**src/rtl/decimal_integer_text_parser_unit_defines.svh**
```systemverilog
// ---------------------------------------------------------------------------
// decimal integer text parser assertion macros
// shared property forms used by the parser rtl, all clocked on i_clk and
// disabled while i_rst_n is low
// ---------------------------------------------------------------------------
`ifndef DECIMAL_INTEGER_TEXT_PARSER_UNIT_DEFINES_SVH
`define DECIMAL_INTEGER_TEXT_PARSER_UNIT_DEFINES_SVH

// same-cycle implication
`define DTP_ASSERT_NOW(label, ante, cons, msg) \
    label: assert property (@(posedge i_clk) disable iff (!i_rst_n) \
        (ante) |-> (cons)) else $error(msg);

// next-cycle implication
`define DTP_ASSERT_NEXT(label, ante, cons, msg) \
    label: assert property (@(posedge i_clk) disable iff (!i_rst_n) \
        (ante) |=> (cons)) else $error(msg);

`endif

```
**src/rtl/dtp_pkg.sv**
```systemverilog
// ---------------------------------------------------------------------------
// dtp_pkg
// types and constants shared by the decimal integer text parser
// ---------------------------------------------------------------------------
`default_nettype none

package dtp_pkg;

    // result value width at the ports
    localparam int unsigned OUT_VALUE_W = 64;

    // character codes
    localparam logic [7:0] CHAR_MINUS = 8'h2D;
    localparam logic [7:0] CHAR_ZERO  = 8'h30;
    localparam logic [7:0] CHAR_NINE  = 8'h39;
    localparam logic [7:0] CHAR_SPACE = 8'h20;
    localparam logic [7:0] CHAR_TAB   = 8'h09;
    localparam logic [7:0] CHAR_CR    = 8'h0D;
    localparam logic [7:0] CHAR_LF    = 8'h0A;

    // lookahead modes
    localparam logic [1:0] LA_NONE  = 2'd0;
    localparam logic [1:0] LA_SPACE = 2'd1;
    localparam logic [1:0] LA_ALL   = 2'd2;

    // register indexes
    localparam logic REG_LOOKAHEAD = 1'b0;
    localparam logic REG_IGNORE    = 1'b1;

    // register reset values
    localparam logic [1:0] LOOKAHEAD_RST = LA_SPACE;
    localparam logic [7:0] IGNORE_RST    = CHAR_SPACE;

    typedef struct packed {
        logic [7:0] char_code;
        logic       timed_out;
    } t_in_item;

    typedef struct packed {
        logic signed [OUT_VALUE_W-1:0] value;
        logic                          number_found;
        logic                          char_left;
    } t_out_item;

    typedef struct packed {
        logic [1:0] lookahead_mode;
        logic [7:0] ignore_char;
    } t_cfg;

endpackage

`default_nettype wire

```
**src/rtl/dtp_cfg_regs.sv**
```systemverilog
// ---------------------------------------------------------------------------
// dtp_cfg_regs
// configuration registers of the parser, written through a plain write port
// ---------------------------------------------------------------------------
`default_nettype none

module dtp_cfg_regs
    import dtp_pkg::*;
(
    input  wire logic       i_clk,
    input  wire logic       i_rst_n,
    input  wire logic       i_cfg_we,
    input  wire logic       i_cfg_index,
    input  wire logic [7:0] i_cfg_data,
    output t_cfg            o_cfg
);

    t_cfg r_cfg;
    t_cfg n_cfg;

    // register write decode
    always_comb begin
        n_cfg = r_cfg;
        if (i_cfg_we) begin
            unique case (i_cfg_index)
                REG_LOOKAHEAD: n_cfg.lookahead_mode = i_cfg_data[1:0];
                REG_IGNORE:    n_cfg.ignore_char    = i_cfg_data;
                default: ;
            endcase
        end
    end

    // register storage
    always_ff @(posedge i_clk) begin
        if (!i_rst_n) begin
            r_cfg.lookahead_mode <= LOOKAHEAD_RST;
            r_cfg.ignore_char    <= IGNORE_RST;
        end else begin
            r_cfg <= n_cfg;
        end
    end

    assign o_cfg = r_cfg;

endmodule

`default_nettype wire

```
**src/rtl/dtp_parse_core.sv**
```systemverilog
// ---------------------------------------------------------------------------
// dtp_parse_core
// parse state and per-character decision: seek, accumulate or end a number
// ---------------------------------------------------------------------------
`default_nettype none
`include "decimal_integer_text_parser_unit_defines.svh"

module dtp_parse_core
    import dtp_pkg::*;
#(
    parameter int unsigned VALUE_WIDTH = 64
) (
    input  wire logic     i_clk,
    input  wire logic     i_rst_n,
    input  wire t_cfg     i_cfg,
    input  wire t_in_item i_item,
    input  wire logic     i_advance,
    output logic          o_res_valid,
    output t_out_item     o_res_item
);

    logic                   r_in_number;
    logic [VALUE_WIDTH-1:0] r_acc;
    logic                   r_neg;
    logic                   n_in_number;
    logic [VALUE_WIDTH-1:0] n_acc;
    logic                   n_neg;

    logic                          is_digit;
    logic                          is_minus;
    logic                          is_ignore;
    logic                          is_space;
    logic [VALUE_WIDTH-1:0]        acc_mac;
    logic signed [VALUE_WIDTH-1:0] signed_val;

    // character classes
    assign is_digit  = (i_item.char_code >= CHAR_ZERO) && (i_item.char_code <= CHAR_NINE);
    assign is_minus  = (i_item.char_code == CHAR_MINUS);
    assign is_ignore = (i_item.char_code == i_cfg.ignore_char);
    assign is_space  = (i_item.char_code == CHAR_SPACE) || (i_item.char_code == CHAR_TAB)
                    || (i_item.char_code == CHAR_CR) || (i_item.char_code == CHAR_LF);

    // acc * 10 + digit, wrapping at the accumulator width
    assign acc_mac = (r_acc << 3) + (r_acc << 1) + VALUE_WIDTH'(i_item.char_code[3:0]);

    // signed result before sign extension to the port width
    assign signed_val = r_neg ? signed'(-r_acc) : signed'(r_acc);

    // next state and result
    always_comb begin
        n_in_number             = r_in_number;
        n_acc                   = r_acc;
        n_neg                   = r_neg;
        o_res_valid             = 1'b0;
        o_res_item.value        = '0;
        o_res_item.number_found = 1'b0;
        o_res_item.char_left    = 1'b0;

        if (!r_in_number) begin
            if (i_item.timed_out) begin
                o_res_valid = 1'b1;
            end else if (is_minus || is_digit) begin
                n_in_number = 1'b1;
                if (!is_ignore) begin
                    if (is_minus) begin
                        n_neg = 1'b1;
                    end else begin
                        n_acc = acc_mac;
                    end
                end
            end else begin
                unique case (i_cfg.lookahead_mode)
                    LA_NONE: begin
                        o_res_valid          = 1'b1;
                        o_res_item.char_left = 1'b1;
                    end
                    LA_SPACE: begin
                        if (!is_space) begin
                            o_res_valid          = 1'b1;
                            o_res_item.char_left = 1'b1;
                        end
                    end
                    // skip everything, the unused code behaves the same
                    default: ;
                endcase
            end
        end else begin
            if (!i_item.timed_out && (is_digit || is_ignore)) begin
                if (!is_ignore) begin
                    n_acc = acc_mac;
                end
            end else begin
                o_res_valid             = 1'b1;
                o_res_item.value        = OUT_VALUE_W'(signed_val);
                o_res_item.number_found = 1'b1;
                o_res_item.char_left    = !i_item.timed_out;
            end
        end

        // every result returns the parser to seeking
        if (o_res_valid) begin
            n_in_number = 1'b0;
            n_acc       = '0;
            n_neg       = 1'b0;
        end
    end

    // parse state
    always_ff @(posedge i_clk) begin
        if (!i_rst_n) begin
            r_in_number <= 1'b0;
            r_acc       <= '0;
            r_neg       <= 1'b0;
        end else if (i_advance) begin
            r_in_number <= n_in_number;
            r_acc       <= n_acc;
            r_neg       <= n_neg;
        end
    end

    `DTP_ASSERT_NOW(a_seek_clear, !r_in_number, (r_acc == '0) && !r_neg,
        "number state not cleared while seeking")
    `DTP_ASSERT_NEXT(a_result_to_seek, i_advance && o_res_valid, !r_in_number,
        "parser did not return to seeking after a result")
    `DTP_ASSERT_NOW(a_no_number_zero, o_res_valid && !o_res_item.number_found,
        o_res_item.value == '0, "nonzero value without a number")

endmodule

`default_nettype wire

```
**src/rtl/decimal_integer_text_parser_unit.sv**
```systemverilog
// ---------------------------------------------------------------------------
// decimal_integer_text_parser_unit
// signed decimal integer parser over a stream of characters and timeouts
// ---------------------------------------------------------------------------
// One item (a character or a timeout event) is taken per clock cycle, except
// while a stalled output holds the input stage. An accepted item sits in an
// input register, where the parse logic classifies it and updates the
// accumulator; any result is loaded into an output register at the clock
// edge that moves the item on, and shows on o_out_valid from then on.
// The cycle
// time is set by the multiply-by-ten-and-add of the accumulator, a
// VALUE_WIDTH-bit three-operand add. A stalled output only holds the input
// stage when the item there produces a result. The block needs no start-up
// time after reset.
`default_nettype none
`include "decimal_integer_text_parser_unit_defines.svh"

module decimal_integer_text_parser_unit
    import dtp_pkg::*;
#(
    parameter int unsigned VALUE_WIDTH = 64
) (
    input  wire logic       i_clk,
    input  wire logic       i_rst_n,
    // configuration write port
    input  wire logic       i_cfg_we,
    input  wire logic       i_cfg_index,
    input  wire logic [7:0] i_cfg_data,
    // input channel
    input  wire logic       i_in_valid,
    output logic            o_in_ready,
    input  wire t_in_item   i_in_item,
    // output channel
    output logic            o_out_valid,
    input  wire logic       i_out_ready,
    output t_out_item       o_out_item
);

    t_cfg      cfg;
    logic      r_in_valid;
    t_in_item  r_in_item;
    logic      r_out_valid;
    t_out_item r_out_item;
    logic      res_valid;
    t_out_item res_item;
    logic      advance;

    // configuration
    dtp_cfg_regs u_cfg_regs (
        .i_clk       (i_clk),
        .i_rst_n     (i_rst_n),
        .i_cfg_we    (i_cfg_we),
        .i_cfg_index (i_cfg_index),
        .i_cfg_data  (i_cfg_data),
        .o_cfg       (cfg)
    );

    // parse logic on the registered item
    dtp_parse_core #(
        .VALUE_WIDTH (VALUE_WIDTH)
    ) u_parse_core (
        .i_clk       (i_clk),
        .i_rst_n     (i_rst_n),
        .i_cfg       (cfg),
        .i_item      (r_in_item),
        .i_advance   (advance),
        .o_res_valid (res_valid),
        .o_res_item  (res_item)
    );

    // the staged item moves on unless its result meets a stalled output
    assign advance    = r_in_valid && (!res_valid || !r_out_valid || i_out_ready);
    assign o_in_ready = !r_in_valid || advance;

    // input register
    always_ff @(posedge i_clk) begin
        if (!i_rst_n) begin
            r_in_valid <= 1'b0;
        end else if (o_in_ready) begin
            r_in_valid <= i_in_valid;
        end
    end

    always_ff @(posedge i_clk) begin
        if (o_in_ready && i_in_valid) begin
            r_in_item <= i_in_item;
        end
    end

    // result register
    always_ff @(posedge i_clk) begin
        if (!i_rst_n) begin
            r_out_valid <= 1'b0;
        end else if (advance && res_valid) begin
            r_out_valid <= 1'b1;
        end else if (i_out_ready) begin
            r_out_valid <= 1'b0;
        end
    end

    always_ff @(posedge i_clk) begin
        if (advance && res_valid) begin
            r_out_item <= res_item;
        end
    end

    assign o_out_valid = r_out_valid;
    assign o_out_item  = r_out_item;

    `DTP_ASSERT_NOW(a_no_overwrite, advance && res_valid, !r_out_valid || i_out_ready,
        "result loaded over an unaccepted result")
    `DTP_ASSERT_NOW(a_empty_stage_ready, !r_in_valid, o_in_ready,
        "input stage empty but not ready")
    `DTP_ASSERT_NEXT(a_stall_holds, r_out_valid && !i_out_ready, r_out_valid,
        "result dropped while stalled")

endmodule

`default_nettype wire
```
**config.mk**
```make
export PLATFORM = sky130hd
export DESIGN_NAME = decimal_integer_text_parser_unit
export DESIGN_NICKNAME = d
export VERILOG_FILES = /design/src/rtl/dtp_pkg.sv /design/src/rtl/dtp_cfg_regs.sv /design/src/rtl/dtp_parse_core.sv /design/src/rtl/decimal_integer_text_parser_unit.sv
export VERILOG_INCLUDE_DIRS = /design/src /design/src/rtl
export SDC_FILE = /design/constraint.sdc
export NUM_CORES = 1
export LEC_CHECK = 0
export ABC_AREA = 1
export BUFFER_PORTS_ARGS = -buffer_cell sky130_fd_sc_hd__buf_4
export CAP_MARGIN = 40
export CORE_ASPECT_RATIO = 1.5
export CORE_MARGIN = 4
export CORE_UTILIZATION = 55
export CTS_CLUSTER_SIZE = 25
export DETAILED_ROUTE_END_ITERATION = 8
export GPL_TIMING_DRIVEN = 0
export HOLD_SLACK_MARGIN = 0.15
export MAX_ROUTING_LAYER = met4
export PLACE_DENSITY = 0.84
export SYNTH_ARGS = -nofsm -noshare
export SYNTH_HDL_FRONTEND = slang
export SYNTH_SLANG_ARGS = --single-unit
```
**constraint.sdc**
```tcl
create_clock -name i_clk -period 4.6 [get_ports i_clk]
set_clock_uncertainty 0.2 [all_clocks]
set_input_delay 0.92 -clock i_clk [delete_from_list [all_inputs] [get_ports i_clk]]
set_output_delay 0.92 -clock i_clk [all_outputs]
set_load 0.02 [all_outputs]
```
==> results.json <==
{
  "ff_latch_area_sq_mm": 0.00381,
  "num_antenna_cells": 0,
  "path_max_fanout": 5,
  "p_sw_uw": 788,
  "final_nets": 2459,
  "die_area_sq_mm": 0.0277,
  "cts_hold_buf": 0,
  "multi_input_area_sq_mm": 0.00836,
  "syn_to_final_growth_pct": 12.4,
  "post_cts_buffers": 0,
  "ys_warn_count": 0,
  "tritoncts": "built",
  "avgViaCountPerCell": 5.50,
  "ctsRootBufferMaster": "clkbuf_16",
  "path_class": "reg2reg",
  "cellPowerDensity_mw_per_mm2": 206,
  "internal-power_mw": 2.40,
  "hpwlAfterDp_mm": 39.0,
  "syn_area_per_cell_sq_um": 6.25,
  "synth_nets": 2349,
  "avgRoutedWirePerCell_um": 17.9,
  "finalMaxSlewViolations": 0,
  "cp_slowest_stage_delay_ns": 0.53,
  "worstPathRequired_ns": 4.77,
  "clockBufferDepth": 2,
  "setup_violations": 0,
  "grt.overflow.total": 0,
  "wirelength_mm": 47.3,
  "period_needed_ns": 3.80,
  "comb_power_share": 0.061,
  "start_util": 0.561,
  "postSynthCellCount": 2201,
  "synth_seq_cells": 153,
  "antenna_left": 0,
  "endpoint_kind": "flop",
  "layout_commonest_cell": "nand2_1",
  "cts.sinks": 153,
  "die_w_um": 137,
  "drcViolationCount": 0,
  "slew_headroom": 0.439,
  "synth-seq-area-share": 0.277,
  "port_buffers": 90,
  "rsz0062_at_grt": "false",
  "clk_latency_ns": 0.45,
  "grt_pass1_vias": 13883,
  "cp_common_cell": "nand3_1",
  "tightest_slew_ns": 0.841,
  "p_clk_frac": 0.474,
  "fillers": 2434,
  "grt_usage": 0.354,
  "fmax_mhz": 263,
  "hold_path_class": "reg2reg",
  "synth_edf_count": 75,
  "syn-cell-area_sq_mm": 0.0138,
  "cp-start-kind": "flop",
  "ys.flop_type": "dfxtp_1",
  "cts_buffers": 17,
  "vdd.ir_drop.worst_mv": 0.246,
  "core-area_sq_mm": 0.0245,
  "cp_data_arrival_time_ns": 3.96,
  "via_count": 14554,
  "place.gp.congestion": 1.09,
  "leakagePower_nw": 8.52,
  "cts.clk_slew.worst_paths_ns": 0.06,
  "cpMaxStageDelayCell": "fa_1",
  "drive_gt1_frac": 0.0731,
  "path_cells": "inv_1 -> fa_1 -> inv_1 -> fa_1 -> nand3_1 -> nand3_1 -> nand3_1 -> nand3_1 -> nand2_1 -> nand2_1 -> nand2_1 -> nand3_1 -> nand2_1 -> nand3_1 -> a21oi_1",
  "finalHoldViolCount": 0,
  "cap_violations": 0,
  "post-route-period-util": 0.825,
  "row_count": 70,
  "cts-resized-gates": 0,
  "fin_area_sq_mm": 0.0155,
  "grt_first_pass_wirelength_mm": 73.3,
  "async_flop_share": 0,
  "h-tree-depth": 4,
  "status": "completed",
  "synth_cell_types": 44,
  "grt_max_degree": 48,
  "die_y_um": 202,
  "final_cell_mix": "756 x nand2_1, 356 x inv_1, 229 x nor2_1",
  "placed_cell_area_sq_mm": 0.0149,
  "seqPwrFrac": 0.465,
  "p_sw_frac": 0.247,
  "dr.pass1.iters": 8,
  "drt_iter0_markers": 1385,
  "antenna_found_initial": 0,
  "io_pins": 91,
  "tns_ns": 0
}
[cells by family after synthesis]
family / Yosys count / share of synthesized area
AO/OA/AOI/OAI: 261 / 0.0996
XOR/XNOR: 52 / 0.0331
adder cells (fa/ha/maj): 125 / 0.115
buffers and inverters: 402 / 0.115
flip-flops: 153 / 0.277
AND/OR/NAND/NOR: 1208 / 0.360
[routing by layer]
| layer | track usage | share of wire | vias up |
|---|---|---|---|
| met3 | 0.0403 | 0.068 | 153 |
| li1 | - | - | 7196 |
| met2 | 0.592 | 0.48 | 602 |
| met5 | - | 0 | - |
| met1 | 0.403 | 0.38 | 6603 |
| met4 | 0.206 | 0.067 | 0 |
[state kept, by name, summed over array words and instances, names as in the netlist]
name	flops
o_out_item	66
u_parse_core.r_acc	64
u_cfg_regs.o_cfg	10
r_in_item	9
o_out_valid	1
r_in_valid	1
u_parse_core.r_in_number	1
u_parse_core.r_neg	1
[synth_stat cells (all sizes together), types with 10 or more instances]
library cell,instances,area share
nor2,237,0.067
xor2,42,0.027
xnor2,10,0.0064
buf,19,0.011
edfxtp,75,0.16
inv,363,0.099
o21ai,65,0.024
nand3,121,0.044
clkbuf,17,0.0046
nand3b,16,0.0087
nand2,759,0.21
dfxtp,78,0.11
or2,10,0.0045
nor3,29,0.011
nand4,19,0.0086
a21oi,175,0.064
ha,123,0.11
[power by group through the flow]
stage                     sequential, mW  combinational, mW  clock [mW]
after global placement              1.51              0.187           0
final                               1.48              0.194        1.51
after floorplan                     1.54             0.0761           0
after CTS                           1.48              0.195        1.51
after global routing                1.48              0.210        1.56
after detailed placement            1.51              0.195           0
[metrics by stage]
| step | util | hold WS [ns] | cells | setup WS (ns) | power [mW] |
|---|---|---|---|---|---|
| 5_1_grt | 0.631 | 0.312 | 2648 | 0.605 | 3.26 |
| 3_5_place_dp | 0.606 | 0.271 | 2616 | 0.996 | 1.71 |
| 2_1_floorplan | - | 0.229 | 2201 | 1.27 | 1.62 |
| 4_1_cts | 0.631 | 0.282 | 2648 | 0.942 | 3.19 |
| 6_report | 0.631 | 0.279 | 2648 | 0.804 | 3.18 |
| 3_3_place_gp | 0.605 | 0.263 | 2615 | 0.582 | 1.70 |
[critical path, delay by kind of cell, from the launching register on]
family	cells	cell delay, ns
and+or+nand+nor	10	1.64
buffers and inverters	2	0.28
AOI/OAI and AO/OA	1	0.12
DFF	1	0.48
adders and majority gates	2	0.99
[worst paths after layout]
| kind | from | end | slack (ns) | depth (start not counted) |
|---|---|---|---|---|
| max | u_parse_core.r_acc[2]$_SDFFE_PN0P_ | u_parse_core.r_acc[54]$_SDFFE_PN0P_ | 0.80 | 15 |
| min reg2reg | u_cfg_regs.o_cfg[6]$_SDFFE_PN0P_ | u_cfg_regs.o_cfg[6]$_SDFFE_PN0P_ | 0.28 | 2 |
| min | u_cfg_regs.o_cfg[6]$_SDFFE_PN0P_ | u_cfg_regs.o_cfg[6]$_SDFFE_PN0P_ | 0.28 | 2 |
| max reg2reg | u_parse_core.r_acc[2]$_SDFFE_PN0P_ | u_parse_core.r_acc[54]$_SDFFE_PN0P_ | 0.80 | 15 |
[layout make-up]
| type | count | area share |
|---|---|---|
| Clock buffer | 19 | 0.0280 |
| Sequential cell | 153 | 0.247 |
| Buffer | 36 | 0.0135 |
| Clock inverter | 13 | 0.0110 |
| Timing Repair Buffer | 91 | 0.0450 |
| Tap cell | 324 | 0.0262 |
| Multi-Input combinational cell | 1646 | 0.541 |
| Inverter | 366 | 0.0889 |
(Power assumes the default switching activity.)
